File: config.mk
export PLATFORM = sky130hd
export DESIGN_NAME = ultrasonic_echo_ranger_filtered_top
export DESIGN_NICKNAME = d
export VERILOG_FILES = /design/src/hw/rtl/uer_pkg.sv /design/src/hw/rtl/ultrasonic_echo_ranger_filtered_top.sv /design/src/hw/rtl/uer_cfg_regs.sv /design/src/hw/rtl/uer_filter.sv /design/src/hw/rtl/uer_core.sv
export SDC_FILE = /design/constraint.sdc
export NUM_CORES = 1
export LEC_CHECK = 0
export ABC_AREA = 1
export BUFFER_PORTS_ARGS = -buffer_cell sky130_fd_sc_hd__buf_2
export CORE_AREA = 2 2 172 191
export CTS_BUF_LIST = sky130_fd_sc_hd__clkbuf_16
export DETAILED_ROUTE_END_ITERATION = 10
export DIE_AREA = 0 0 174 193
export PLACE_DENSITY = 0.59
export SLEW_MARGIN = 10
export SYNTH_ARGS = -nofsm -noshare
export SYNTH_HDL_FRONTEND = slang
export SYNTH_SLANG_ARGS = --single-unit
export TNS_END_PERCENT = 10
File: constraint.sdc
create_clock -name clk -period 9.4 [get_ports clk]
set_clock_uncertainty 0.15 [all_clocks]
set_input_delay 1.88 -clock clk [delete_from_list [all_inputs] [get_ports clk]]
set_output_delay 1.88 -clock clk [all_outputs]
set_load 0.01 [all_outputs]
File: src/hw/rtl/uer_pkg.sv
// Shared types, codes and constants for the ultrasonic echo ranger.
package uer_pkg;

  // Default distance fraction bits (distance in 1/2^n cm)
  localparam int FRACTION_BITS_DEF = 4;
  // Microseconds of round trip per centimetre
  localparam int SOUND_DIVISOR     = 58;

  localparam int TICK_W   = 16;
  localparam int DIST_W   = 14;
  localparam int DIST_MAX = 16383;
  localparam int ALPHA_W  = 8;
  localparam int CFG_DW   = 16;
  localparam int CFG_AW   = 2;

  // Register reset values
  localparam logic [7:0]  TRIG_LOW_RST  = 8'd5;
  localparam logic [7:0]  TRIG_HIGH_RST = 8'd10;
  localparam logic [15:0] TIMEOUT_RST   = 16'd30000;
  localparam logic [7:0]  ALPHA_RST     = 8'd102;

  typedef enum logic [2:0] {
    PH_IDLE,
    PH_TRIG_LOW,
    PH_TRIG_HIGH,
    PH_WAIT_RISE,
    PH_MEASURE
  } phase_t;

  typedef enum logic [1:0] {
    ST_VALID,
    ST_NO_RISE,
    ST_TOO_LONG,
    ST_ZERO_WIDTH
  } status_t;

  typedef enum logic [CFG_AW-1:0] {
    CFG_TRIG_LOW,
    CFG_TRIG_HIGH,
    CFG_TIMEOUT,
    CFG_ALPHA
  } cfg_idx_t;

  typedef struct packed {
    logic start_request;
    logic echo_level;
  } in_beat_t;

  typedef struct packed {
    logic              trigger_level;
    logic              busy_res;
    logic              done_res;
    logic [1:0]        status;
    logic [DIST_W-1:0] raw_distance;
    logic [DIST_W-1:0] filtered_distance;
    logic              filtered_valid;
  } out_beat_t;

  typedef struct packed {
    logic [7:0]         trigger_low_ticks;
    logic [7:0]         trigger_high_ticks;
    logic [TICK_W-1:0]  timeout_ticks;
    logic [ALPHA_W-1:0] filter_alpha;
  } cfg_t;

endpackage

File: src/hw/rtl/ultrasonic_echo_ranger_filtered_top.sv
// Top level of the ultrasonic echo ranger with smoothing filter.
//
//   channel | ports                          | beat
//   --------+--------------------------------+-------------------------------
//   input   | in_valid, in_stall, in_data    | one microsecond tick
//   output  | out_valid, out_stall, out_data | one result per input tick
//   config  | cfg_we, cfg_index, cfg_wdata   | one register write
//
// A tick passes an input register, then the sequencer and filter logic, and
// lands in the output register; one tick per cycle while the output is not stalled.
// The filter multiply and the distance saturation set the critical path.
// Reset is synchronous; it clears phase, counters, filter and the valids.
// A stalled output holds its beat; the input register then fills and stalls.
module ultrasonic_echo_ranger_filtered_top
  import uer_pkg::*;
#(
  parameter int FRACTION_BITS = FRACTION_BITS_DEF
) (
  input  logic              clk,
  input  logic              rst_n,
  input  logic              in_valid,
  output logic              in_stall,
  input  in_beat_t          in_data,
  output logic              out_valid,
  input  logic              out_stall,
  output out_beat_t         out_data,
  input  logic              cfg_we,
  input  logic [CFG_AW-1:0] cfg_index,
  input  logic [CFG_DW-1:0] cfg_wdata
);

  logic      in_valid_r;
  in_beat_t  in_data_r;
  logic      out_valid_r;
  out_beat_t out_data_r;
  out_beat_t res;
  cfg_t      cfg;
  logic      advance;
  logic      in_take;

  uer_cfg_regs u_cfg (
    .clk       (clk),
    .rst_n     (rst_n),
    .cfg_we    (cfg_we),
    .cfg_index (cfg_index),
    .cfg_wdata (cfg_wdata),
    .cfg       (cfg)
  );

  uer_core #(
    .FRACTION_BITS (FRACTION_BITS)
  ) u_core (
    .clk     (clk),
    .rst_n   (rst_n),
    .step    (advance),
    .in_beat (in_data_r),
    .cfg     (cfg),
    .res     (res)
  );

  // Handshake: a held beat moves on when the output slot is free
  assign advance  = in_valid_r && (!out_valid_r || !out_stall);
  assign in_stall = in_valid_r && !advance;
  assign in_take  = in_valid && !in_stall;

  // Input register
  always_ff @(posedge clk) begin
    if (!rst_n) begin
      in_valid_r <= 1'b0;
    end else if (in_take) begin
      in_valid_r <= 1'b1;
    end else if (advance) begin
      in_valid_r <= 1'b0;
    end
  end

  always_ff @(posedge clk) begin
    if (in_take) begin
      in_data_r <= in_data;
    end
  end

  // Output register
  always_ff @(posedge clk) begin
    if (!rst_n) begin
      out_valid_r <= 1'b0;
    end else if (advance) begin
      out_valid_r <= 1'b1;
    end else if (!out_stall) begin
      out_valid_r <= 1'b0;
    end
  end

  always_ff @(posedge clk) begin
    if (advance) begin
      out_data_r <= res;
    end
  end

  assign out_valid = out_valid_r;
  assign out_data  = out_data_r;

endmodule

File: src/hw/rtl/uer_cfg_regs.sv
// Configuration register file for the echo ranger.
module uer_cfg_regs
  import uer_pkg::*;
(
  input  logic              clk,
  input  logic              rst_n,
  input  logic              cfg_we,
  input  logic [CFG_AW-1:0] cfg_index,
  input  logic [CFG_DW-1:0] cfg_wdata,
  output cfg_t              cfg
);

  cfg_t cfg_r;
  cfg_t cfg_nxt;

  // Write decode
  always_comb begin
    cfg_nxt = cfg_r;
    if (cfg_we) begin
      unique case (cfg_idx_t'(cfg_index))
        CFG_TRIG_LOW:  cfg_nxt.trigger_low_ticks  = cfg_wdata[7:0];
        CFG_TRIG_HIGH: cfg_nxt.trigger_high_ticks = cfg_wdata[7:0];
        CFG_TIMEOUT:   cfg_nxt.timeout_ticks      = cfg_wdata[TICK_W-1:0];
        CFG_ALPHA:     cfg_nxt.filter_alpha       = cfg_wdata[ALPHA_W-1:0];
        default:       cfg_nxt = cfg_r;
      endcase
    end
  end

  always_ff @(posedge clk) begin
    if (!rst_n) begin
      cfg_r.trigger_low_ticks  <= TRIG_LOW_RST;
      cfg_r.trigger_high_ticks <= TRIG_HIGH_RST;
      cfg_r.timeout_ticks      <= TIMEOUT_RST;
      cfg_r.filter_alpha       <= ALPHA_RST;
    end else begin
      cfg_r <= cfg_nxt;
    end
  end

  assign cfg = cfg_r;

endmodule

File: src/hw/rtl/uer_filter.sv
// Exponential smoothing step: old + alpha*(sample-old), Q8 weight, rounded.
module uer_filter
  import uer_pkg::*;
(
  input  logic [DIST_W-1:0]  sample,
  input  logic [DIST_W-1:0]  old_value,
  input  logic               seeded,
  input  logic [ALPHA_W-1:0] alpha,
  output logic [DIST_W-1:0]  new_value
);

  localparam int DIFF_W = DIST_W + 1;
  localparam int PROD_W = ALPHA_W + 1 + DIFF_W;
  localparam int ACC_W  = PROD_W + 1;

  logic        [DIST_W-1:0] base;
  logic signed [DIFF_W-1:0] diff;
  logic signed [PROD_W-1:0] prod;
  logic signed [ACC_W-1:0]  acc;

  // An unseeded filter takes the sample itself as the old value
  assign base = seeded ? old_value : sample;
  assign diff = $signed({1'b0, sample}) - $signed({1'b0, base});
  assign prod = $signed({1'b0, alpha}) * diff;
  assign acc  = $signed({{(ACC_W-DIST_W-8){1'b0}}, base, 8'd0})
              + ACC_W'(prod) + ACC_W'(128);

  // Result is never negative; keep the low distance bits
  assign new_value = acc[DIST_W+7:8];

endmodule

File: src/hw/rtl/uer_core.sv
// Measurement sequencer, running width-to-distance quotient and filter state.
module uer_core
  import uer_pkg::*;
#(
  parameter int FRACTION_BITS = FRACTION_BITS_DEF
) (
  input  logic      clk,
  input  logic      rst_n,
  input  logic      step,
  input  in_beat_t  in_beat,
  input  cfg_t      cfg,
  output out_beat_t res
);

  // Distance = round((width << FRACTION_BITS) / SOUND_DIVISOR), kept as a
  // quotient and remainder that advance with the width counter.
  localparam int STEP   = 1 << FRACTION_BITS;
  localparam int STEP_Q = STEP / SOUND_DIVISOR;
  localparam int STEP_R = STEP % SOUND_DIVISOR;
  localparam int HALF   = SOUND_DIVISOR / 2;
  localparam int QMAX   = ((65535 << FRACTION_BITS) + HALF) / SOUND_DIVISOR;
  localparam int QW     = $clog2(QMAX + 1);
  localparam int RW     = $clog2(SOUND_DIVISOR);
  localparam int CW     = (QW > DIST_W) ? QW : DIST_W + 1;

  phase_t             phase_r, phase_nxt, ph;
  logic [TICK_W-1:0]  tick_r, tick_nxt, tk;
  logic [QW-1:0]      quo_r, quo_nxt, quo_step;
  logic [RW-1:0]      rem_r, rem_nxt, rem_step;
  logic [DIST_W-1:0]  filt_r, filt_nxt, filt_new;
  logic               seeded_r, seeded_nxt;

  logic [TICK_W:0]    tick_inc;
  logic [RW:0]        rem_sum;
  logic               rem_carry;
  logic [CW-1:0]      quo_ext;
  logic [DIST_W-1:0]  dist_sat;
  logic [7:0]         hi_ticks;
  logic               filt_en;

  // Running quotient step
  assign rem_sum   = (RW+1)'(rem_r) + (RW+1)'(STEP_R);
  assign rem_carry = rem_sum >= (RW+1)'(SOUND_DIVISOR);
  assign rem_step  = rem_carry ? RW'(rem_sum - (RW+1)'(SOUND_DIVISOR)) : RW'(rem_sum);
  assign quo_step  = quo_r + QW'(STEP_Q) + QW'(rem_carry);

  // Saturate to the distance range
  assign quo_ext  = CW'(quo_r);
  assign dist_sat = (quo_ext > CW'(DIST_MAX)) ? {DIST_W{1'b1}} : quo_ext[DIST_W-1:0];

  assign hi_ticks = (cfg.trigger_high_ticks == 8'd0) ? 8'd1 : cfg.trigger_high_ticks;

  uer_filter u_filter (
    .sample    (dist_sat),
    .old_value (filt_r),
    .seeded    (seeded_r),
    .alpha     (cfg.filter_alpha),
    .new_value (filt_new)
  );

  // Start decode ahead of the phase work
  always_comb begin
    ph = phase_r;
    tk = tick_r;
    if (phase_r == PH_IDLE && in_beat.start_request) begin
      tk = '0;
      ph = (cfg.trigger_low_ticks == 8'd0) ? PH_TRIG_HIGH : PH_TRIG_LOW;
    end
  end

  assign tick_inc = {1'b0, tk} + (TICK_W+1)'(1);

  // Next state
  always_comb begin
    phase_nxt = ph;
    tick_nxt  = tk;
    quo_nxt   = quo_r;
    rem_nxt   = rem_r;
    unique case (ph)
      PH_IDLE: ;
      PH_TRIG_LOW: begin
        if (tick_inc >= (TICK_W+1)'(cfg.trigger_low_ticks)) begin
          phase_nxt = PH_TRIG_HIGH;
          tick_nxt  = '0;
        end else begin
          tick_nxt = tick_inc[TICK_W-1:0];
        end
      end
      PH_TRIG_HIGH: begin
        if (tick_inc >= (TICK_W+1)'(hi_ticks)) begin
          phase_nxt = PH_WAIT_RISE;
          tick_nxt  = '0;
        end else begin
          tick_nxt = tick_inc[TICK_W-1:0];
        end
      end
      PH_WAIT_RISE: begin
        if (in_beat.echo_level) begin
          phase_nxt = PH_MEASURE;
          tick_nxt  = '0;
          quo_nxt   = '0;
          rem_nxt   = RW'(HALF);
        end else if (tk >= cfg.timeout_ticks) begin
          phase_nxt = PH_IDLE;
          tick_nxt  = '0;
        end else begin
          tick_nxt = tick_inc[TICK_W-1:0];
        end
      end
      PH_MEASURE: begin
        if (in_beat.echo_level && tk < cfg.timeout_ticks) begin
          tick_nxt = tick_inc[TICK_W-1:0];
          quo_nxt  = quo_step;
          rem_nxt  = rem_step;
        end else begin
          phase_nxt = PH_IDLE;
          tick_nxt  = '0;
        end
      end
      default: begin
        phase_nxt = PH_IDLE;
        tick_nxt  = '0;
      end
    endcase
  end

  // Result fields
  always_comb begin
    res         = '0;
    filt_en     = 1'b0;
    res.busy_res = (ph != PH_IDLE);
    unique case (ph)
      PH_IDLE, PH_TRIG_LOW: ;
      PH_TRIG_HIGH: res.trigger_level = 1'b1;
      PH_WAIT_RISE: begin
        if (!in_beat.echo_level && tk >= cfg.timeout_ticks) begin
          res.done_res = 1'b1;
          res.status   = ST_NO_RISE;
        end
      end
      PH_MEASURE: begin
        if (in_beat.echo_level) begin
          if (tk >= cfg.timeout_ticks) begin
            res.done_res = 1'b1;
            res.status   = ST_TOO_LONG;
          end
        end else begin
          res.done_res = 1'b1;
          if (tk == '0) begin
            res.status = ST_ZERO_WIDTH;
          end else begin
            res.status       = ST_VALID;
            res.raw_distance = dist_sat;
            filt_en          = 1'b1;
          end
        end
      end
      default: ;
    endcase
    filt_nxt   = filt_en ? filt_new : filt_r;
    seeded_nxt = seeded_r | filt_en;
    res.filtered_distance = filt_nxt;
    res.filtered_valid    = seeded_nxt;
  end

  // State registers, advanced once per beat
  always_ff @(posedge clk) begin
    if (!rst_n) begin
      phase_r  <= PH_IDLE;
      tick_r   <= '0;
      filt_r   <= '0;
      seeded_r <= 1'b0;
    end else if (step) begin
      phase_r  <= phase_nxt;
      tick_r   <= tick_nxt;
      filt_r   <= filt_nxt;
      seeded_r <= seeded_nxt;
    end
  end

  // Quotient and remainder are loaded on echo rise before use
  always_ff @(posedge clk) begin
    if (step) begin
      quo_r <= quo_nxt;
      rem_r <= rem_nxt;
    end
  end

  // Once seeded the filter stays seeded
  a_seed_holds: assert property (@(posedge clk) disable iff (!rst_n)
    seeded_r |=> seeded_r) else $error("filter seed lost");

  // Idle without a start request stays idle
  a_idle_holds: assert property (@(posedge clk) disable iff (!rst_n)
    step && phase_r == PH_IDLE && !in_beat.start_request |=> phase_r == PH_IDLE)
    else $error("left idle without start");

  // A distance appears only on a valid finish
  a_raw_valid: assert property (@(posedge clk) disable iff (!rst_n)
    res.raw_distance != '0 |-> res.done_res && res.status == ST_VALID)
    else $error("distance on a non-valid beat");

  // Remainder stays below the divisor while timing the echo
  a_rem_range: assert property (@(posedge clk) disable iff (!rst_n)
    phase_r == PH_MEASURE |-> rem_r < RW'(SOUND_DIVISOR))
    else $error("distance remainder out of range");

endmodule
# ---- Word level (Yosys, flattened, before mapping)
# Index checks and enable logic that the tools add are counted.
dict set report word_totals {
  inputBits 25
  output_inout_bits 36
  reg_bits 133
  elab_cells 113
}
dict set report classes {
  reduce_logical 27
  n_bitwise 2
  order_cmp 6
  add_sub_neg 7
  eq_ne 10
  n_mux 39
  n_mul 1
}
# operator n
set ops {}
lappend ops {{2-to-1 mux 16 bit} 6}
lappend ops {{one-hot mux 16 bit (5 select lines)} 1}
lappend ops {{2-to-1 mux 14 bit} 3}
lappend ops {{>= comparator 17 x 8 -> 1 bit} 2}
lappend ops {{2-to-1 mux 15 bit} 2}
lappend ops {{one-hot mux 15 bit (2 select lines)} 1}
lappend ops {{2-to-1 mux 3 bit} 9}
lappend ops {{adder 22 bit} 1}
lappend ops {{adder 22 x 9 -> 22 bit, second input constant} 1}
lappend ops {{multiplier 9 x 15 -> 22 bit} 1}
lappend ops {{2-to-1 mux 6 bit} 3}
lappend ops {{adder 16 x 1 -> 17 bit, second input constant} 1}
lappend ops {{>= comparator 16 bit} 1}
lappend ops {{zero test 16 bit} 1}
lappend ops {{zero test 8 bit} 2}
lappend ops {{< comparator 16 bit} 1}
lappend ops {{adder 15 x 1 -> 15 bit} 1}
lappend ops {{> comparator 15 x 14 -> 1 bit, second input constant} 1}
lappend ops {{one-hot mux 3 bit (5 select lines)} 1}
lappend ops {{subtractor 14 x 14 -> 15 bit} 1}
lappend ops {{one-hot mux 6 bit (2 select lines)} 1}
lappend ops {{2-to-1 mux 1 bit} 8}
lappend ops {{2-to-1 mux 8 bit} 1}
lappend ops {{AND reduction 2 bit} 4}
lappend ops {{other kinds (23)} 38}

# ---- Depth between registers and ports, before layout
# Gate-level depths: netlist of the first run.
dict set report depth {
  word_depth 8
  mapped_depth 39
  depth_no_buf 38
}

# ---- Hierarchy
# A second synthesis of the first run with hierarchy kept.
dict set report unflattened {
  cells_unflattened 1752
  hier_area_um2 13101.3
}
# mod n_inst cells_each area_each_um2 seq_area_each_um2
set modules_own_cells {}
lappend modules_own_cells {uer_filter 1 729 5336.4 0.0}
lappend modules_own_cells {uer_core 1 743 5007.3 1281.2}
lappend modules_own_cells {uer_cfg_regs 1 231 1581.5 800.8}
lappend modules_own_cells {ultrasonic_echo_ranger_filtered_top 1 49 1176.1 1121.1}

# ---- Least setup slack after synthesis of the first run
# No wires, ideal clock.
dict set report synth_path {
  kind {reg2reg}
  from {register u_core.seeded_r}
  to {register out_data_r, in the netlist out_data[14], data pin}
  slack_ps 2204
  stages_incl_launch_ff 36
  t_required_ps 8994
  arrival_ps 6790
  n_path_buf 2
  cell_sequence {dfxtp_1 -> inv_2 -> clkbuf_1 -> clkbuf_1 -> nand2_1 -> o21ai_0 -> ha_1 -> a21oi_1 -> o21ai_0 -> a211oi_1 -> nand2_1 -> xor2_1 -> or2_1 -> fa_1 -> inv_1 -> fa_1 -> fa_1 -> fa_1 -> inv_1 -> fa_1 -> inv_1 -> ha_1 -> nand2_1 -> nor3_1 -> nand4_1 -> o21ai_0 -> nand3_1 -> nand2_1 -> nand4_1 -> nand2_1 -> or2_2 -> nand2_1 -> nand2_1 -> nand2_1 -> nand2_1 -> o21ai_1}
}
# element line_no
set synth_rtl {}
lappend synth_rtl {{start: declaration} uer_core.sv:31} ;# logic seeded_r, seeded_nxt;
lappend synth_rtl {{start signal: assignment} uer_core.sv:177} ;# seeded_r <= seeded_nxt;
lappend synth_rtl {{end signal: assignment} ultrasonic_echo_ranger_filtered_top.sv:96} ;# out_data_r <= res;
lappend synth_rtl {{end: declaration} ultrasonic_echo_ranger_filtered_top.sv:35} ;# out_beat_t out_data_r;

==> key figures, run 1 <==
Clock network
  • CTS clock-pin slew for the worst setup and hold paths: 70 ps
  • Clock Tree Root: clkbuf_16
  • Clk buf depth: 2
  • Cts repair resizes: 0
  • CTS tree: built
  • Clock sink count: 132
  • Clock buffer count from CTS: 17
  • Clk_lat worst skew: 430 ps
  • CTS Hold Buffers Added: 0
  • Postcts setup bufs: 0
  • CTS HTree Levels: 4

Placed design
  • Final RePlAce weighted congestion: 0.888
  • Dpl cells: 2083
  • Dpl hpwl: 26.6 mm
  • Buffers on Ports: 60
  • Pre-CTS WS: 1090 ps

Synth
  • Post-synthesis cell type count: 52
  • Mapped cell area: 12500 sq um
  • Net Count, Synth: 1852
  • Main flop type after synthesis: dfxtp_1
  • Avg Cell Area, Syn: 7.63 sq um
  • Synth top area cells: fa_1, edfxtp_1, dfxtp_1
  • Post-synth EDFFs: 56
  • Ys Warns: 0
  • Seq cells post-synth: 132
  • Area share of the largest cell type after synthesis: 0.167
  • Sequential fraction of the synthesis area: 0.256
  • Leading area contributor after synthesis: fa_1
  • Gate Count Post-Synth: 1637
  • Post-synth ARST share: 0

Finish
  • # nets final: 1891
  • N_diodes: 0
  • Post-Layout Cell Count: 2115
  • Share of post-route cells with drive strength above 1: 0.0977
  • Area growth from synthesis to final layout: 10.0%
  • Fillers: 3277

Setup path
  • Slowest-stage cell, CP: dfxtp_1
  • Crit-path max FO: 25
  • Critical Path Sink Type: flip-flop
  • Crit path DAT: 8500 ps
  • R2R Setup Slk: 920 ps
  • Worst path required time: 9420 ps
  • Crit-path max cell delay: 570 ps
  • Startpoint types: flip-flop
  • Cell mode on critical path: nand2_1
  • Critical path class: flip-flop to flip-flop

Drt
  • DRT Pass-1 Iters: 5
  • Total length of routed wires: 33.8 mm
  • Via-to-Cell Ratio: 5.07
  • DR WL/cell: 16.0 um
  • ANT nets after route: 0
  • Initial drt markers: 700
  • DRC violations left: 0
  • Via Count: 10700

Status
  • Status: complete, no violations

Timing
  • Hold slack: 318 ps
  • Worst-margin pin slew: 817 ps
  • Hold Vio Cnt, Final: 0
  • Highest clock rate: 0.118 GHz
  • Slack of the critical path: 915 ps
  • Crit path time final: 8480 ps
  • RSZ-0062 raised after global routing: no
  • Period utilization: 0.903
  • Pins Over Slew Limit: 0
  • Setup_tns: 0 ps
  • Max-slew headroom: 0.455
  • Final setup viols: 0

Global routing
  • Initial antenna violation count: 0
  • Total grt overflow: 0
  • GRT Util Overall: 0.207
  • Grt peak-use layer: met2
  • M1 GR Usage: 0.246
  • First-pass GRT wire length: 54.9 mm
  • Pin count of the biggest net entering global routing: 54
  • Number of global-route vias before repair: 10600
  • Met2 usage: 0.378
  • Met3 GRT Util: 0.0255

Power
  • Worst VDD drop: 0.0808 mV
  • Power Dens Cells: 99.4 nW/um^2
  • Static Leak: 6.96 nW
  • PnR Total Power: 1.37 mW

Floorplanning
  • FP Rows: 69
  • Die area: 33600 sq um
  • Core area: 31800 sq um
  • I/O Pins: 61
  • Initial Util: 0.393
  • Die H: 193 um
  • Die W: 174 um

Job
  • Max capacitance violation total: 0

Hold path
  • Worst hold path type: flip-flop to flip-flop
## synth_stat cells, types with 7 or more instances
cell,n
clkbuf_1,34
xnor2_1,12
nand4_1,40
ha_1,86
nand3_1,69
o221ai_1,9
dfxtp_1,76
a21oi_2,7
nor2_1,176
a211oi_1,7
nand2_1,293
o21ai_0,71
edfxtp_1,56
a21oi_1,111
xor2_1,29
nor3_1,17
o211ai_1,14
inv_1,316
inv_2,11
or2_2,11
fa_1,104
o21ai_1,13
## cell families (layout without fill, tap and decap cells)
| kind of cell | count (synthesis) | in the layout | synth area share |
|---|---|---|---|
| adder cells (fa/ha/maj) | 190 | 190 | 0.253 |
| AND/OR/NAND/NOR | 651 | 651 | 0.232 |
| AO/OA/AOI/OAI | 247 | 247 | 0.112 |
| buffers and inverters | 373 | 425 | 0.114 |
| XOR/XNOR | 44 | 44 | 0.0326 |
| flip-flops | 132 | 132 | 0.256 |
## registers in the layout, indices dropped and copies added, names as in the netlist
name and count:
u_cfg.cfg 40, out_data 34, u_core.tick_r 16, u_core.quo_ext 15
u_core.filt_r 14, u_core.rem_r 5, u_core.phase_r 3, in_data_r 2
in_valid_r 1, out_valid 1, u_core.seeded_r 1
## metal layers
metal / part of all wire / vias to the layer above
met5: 0 / -
met4: 0.037 / 0
met3: 0.042 / 89
met2: 0.50 / 292
met1: 0.42 / 5053
li1: - / 5293
## final timing paths
path / cells past startpoint / to / from
worst max-delay path: 32 / out_data[14] / u_core.seeded_r
worst min-delay path: 2 / u_cfg.cfg[14] / u_cfg.cfg[14]
worst max register to register: 32 / out_data[14] / u_core.seeded_r
worst min register to register: 2 / u_cfg.cfg[14] / u_cfg.cfg[14]
## layout make-up
cell class              instances  area [sq um]  area share
clock buffers                  17           425      0.0309
multi-input cells            1132          7880       0.573
inverters                     328          1230      0.0896
flip-flops and latches        132          3200       0.233
repair buffers                 65           338      0.0246
clock inverters                15           140      0.0102
well taps                     426           533      0.0388
## per-stage QoR
step	area, sq um	util
3_5_place_dp	13200	0.415
4_1_cts	13700	0.433
2_1_floorplan	12500	-
5_1_grt	13700	0.433
6_report	13700	0.433
3_3_place_gp	13200	0.415
## critical path: cells and delay by family (launching register included)
family	cells	cell delay (ps)
AO/OA/AOI/OAI	6	1720
XOR/XNOR	1	520
adder cells (fa/ha/maj)	7	3120
buffers and inverters	4	470
flip-flops	1	570
AND/OR/NAND/NOR	14	1660
## cell usage in the layout, fill, tap and decap left out, types with 14 or more instances in the layout
cell type	count
nand4_1	40
dfxtp_1	76
nor3_1	16
a21oi_1	111
o211ai_1	14
buf_2	60
nor2_1	175
fa_1	104
edfxtp_1	56
ha_1	86
nand3_1	69
nand2_1	293
o21ai_0	71
clkbuf_16	17
xor2_1	29
inv_1	316
## report_power, final
part / switching (mW) / internal [mW]
clock network: 0.302 / 0.349
logic: 0.0685 / 0.0253
registers: 0.0102 / 0.611
No activity file was read; power rests on OpenSTA's default activity.
==> run 2: changes to the inputs <==
--- a/config.mk
+++ b/config.mk
@@ -7,11 +7,11 @@
 export LEC_CHECK = 0
 export ABC_AREA = 1
 export BUFFER_PORTS_ARGS = -buffer_cell sky130_fd_sc_hd__buf_2
-export CORE_AREA = 2 2 172 191
+export CORE_AREA = 2 2 180 182
 export CTS_BUF_LIST = sky130_fd_sc_hd__clkbuf_16
 export DETAILED_ROUTE_END_ITERATION = 10
-export DIE_AREA = 0 0 174 193
-export PLACE_DENSITY = 0.59
+export DIE_AREA = 0 0 182 184
+export PLACE_DENSITY = 0.6
 export SLEW_MARGIN = 10
 export SYNTH_ARGS = -nofsm -noshare
 export SYNTH_HDL_FRONTEND = slang
==> constraint.sdc (replaced) <==
create_clock -name clk -period 9.5 [get_ports clk]
set_clock_uncertainty 0.15 [all_clocks]
set_input_delay 1.9 -clock clk [delete_from_list [all_inputs] [get_ports clk]]
set_output_delay 1.9 -clock clk [all_outputs]
set_load 0.01 [all_outputs]
==> run 2 against run 1 <==
Net effect: register-to-register slack better by 280 ps; total power is 2.2% higher; die area shrank 0.28%; critical path type unchanged; worst hold slack improved by 0.87 ps; non-clock buffer count is the same; highest routed layer unchanged; count of clock-buffer cells in the layout is 1 higher; utilization grew 0.56 points; critical endpoint unchanged; worst setup slack improved by 280 ps; cell area is 0.10% higher; combinational power fell by 1%.
==> key figures, run 2 (synthesized netlist as in run 1, its figures left out) <==
Finish
  • Final instance area: 13800 sq um
  • Area growth from synthesis to final layout: 10.1%
  • Share of post-route cells with drive strength above 1: 0.0971
  • # nets final: 1891
  • Post-Layout Cell Count: 2091
  • Fillers: 3236
  • Area of the multi-input gates: 7870 sq um
  • Most common cell after layout, fill and taps aside: inv_1
  • Fin util: 0.438
  • FF+latch area: 3200 sq um
  • Most frequent cells in the layout: inv_1, nand2_1, nor2_1
  • Max reg flops: 40
  • N_diodes: 0

Placed design
  • Dpl cells: 2059
  • DP Area: 13100 sq um
  • Pre-CTS WS: 1350 ps
  • Buffers on Ports: 60
  • Dpl hpwl: 25.9 mm
  • Final RePlAce weighted congestion: 0.901

Setup path
  • Slowest-stage cell, CP: dfxtp_1
  • Buffer and inverter count on the worst path: 6
  • Crit-path max FO: 25
  • Crit-path max cell delay: 590 ps
  • Cell mode on critical path: nand2_1
  • Crit path DAT: 8320 ps
  • Delay-heaviest family, CP: adder cells
  • Startpoint types: flip-flop
  • R2R Setup Slk: 1200 ps
  • Critical Path Sink Type: flip-flop
  • Critical path class: flip-flop to flip-flop
  • Worst path required time: 9520 ps

Clock network
  • Postcts setup bufs: 0
  • Cts repair resizes: 0
  • Clock buffer count from CTS: 17
  • Clk buf depth: 2
  • CTS tree: built
  • CTS clock-pin slew for the worst setup and hold paths: 60 ps
  • Clock sink count: 132
  • CTS Hold Buffers Added: 0
  • Clk_lat worst skew: 430 ps
  • Clock Tree Root: clkbuf_16
  • CTS HTree Levels: 4

Timing
  • Crit path time final: 8300 ps
  • RSZ-0062 raised after global routing: no
  • Final setup viols: 0
  • Slack of the critical path: 1200 ps
  • Pins Over Slew Limit: 0
  • Highest clock rate: 0.120 GHz
  • Max-slew headroom: 0.445
  • Hold slack: 318 ps
  • Setup_tns: 0 ps
  • Period utilization: 0.874
  • Hold Vio Cnt, Final: 0
  • Worst-margin pin slew: 833 ps

Status
  • Status: complete, no violations

Power
  • Worst VDD drop: 0.0998 mV
  • Static Leak: 6.98 nW
  • Power Dens Cells: 102 nW/um^2
  • PnR Total Power: 1.40 mW

Floorplanning
  • I/O Pins: 61
  • FP Rows: 65
  • Initial Util: 0.398
  • Die area: 33500 sq um
  • Die H: 184 um
  • Die W: 182 um
  • Core area: 31400 sq um

Drt
  • DRT Pass-1 Iters: 5
  • Total length of routed wires: 32.5 mm
  • DRC violations left: 0
  • Via Count: 10600
  • ANT nets after route: 0
  • Via-to-Cell Ratio: 5.09
  • Initial drt markers: 682
  • DR WL/cell: 15.6 um

Global routing
  • Initial antenna violation count: 0
  • Total grt overflow: 0
  • First-pass GRT wire length: 53.8 mm
  • Number of global-route vias before repair: 10400
  • GRT Util Overall: 0.202
  • Pin count of the biggest net entering global routing: 55

Hold path
  • Worst hold path type: flip-flop to flip-flop

Job
  • Max capacitance violation total: 0
[run 2: worst register-to-register path: cells and delay by family, from the launching register on]
| family | cells | cell delay (ps) |
|---|---|---|
| buffers and inverters | 6 | 620 |
| and+or+nand+nor | 17 | 2220 |
| AOI/OAI and AO/OA | 6 | 1180 |
| xor gates and xnor gates | 1 | 290 |
| DFF | 1 | 590 |
| adders and majority gates | 7 | 2950 |
[run 2: worst paths after layout]
path                         from            end  depth (start not counted)
hold reg to reg     u_cfg.cfg[10]  u_cfg.cfg[10]                          2
hold / removal      u_cfg.cfg[10]  u_cfg.cfg[10]                          2
setup reg to reg  u_core.seeded_r   out_data[14]                         37
setup / recovery  u_core.seeded_r   out_data[14]                         37
[run 2: area by class of cell]
type	count	area share
clock buffer	18	0.0327
clock inverter	14	0.0119
inverter	328	0.0895
multi-input combinational	1132	0.572
sequential	132	0.233
tap	402	0.0366
timing repair buffer	65	0.0245
[run 2: where the power goes]
| part | switching [mW] | internal, mW |
|---|---|---|
| sequential | 0.0103 | 0.605 |
| clock | 0.281 | 0.409 |
| combinational | 0.0676 | 0.0249 |
[run 2: layer usage]
metal / vias up / global-route usage / part of all wire
met2: 279 / 0.356 / 0.50
met3: 33 / 0.0254 / 0.042
li1: 5299 / - / -
met5: - / 0 / 0
met1: 5036 / 0.264 / 0.45
met4: 0 / 0.0494 / 0.013
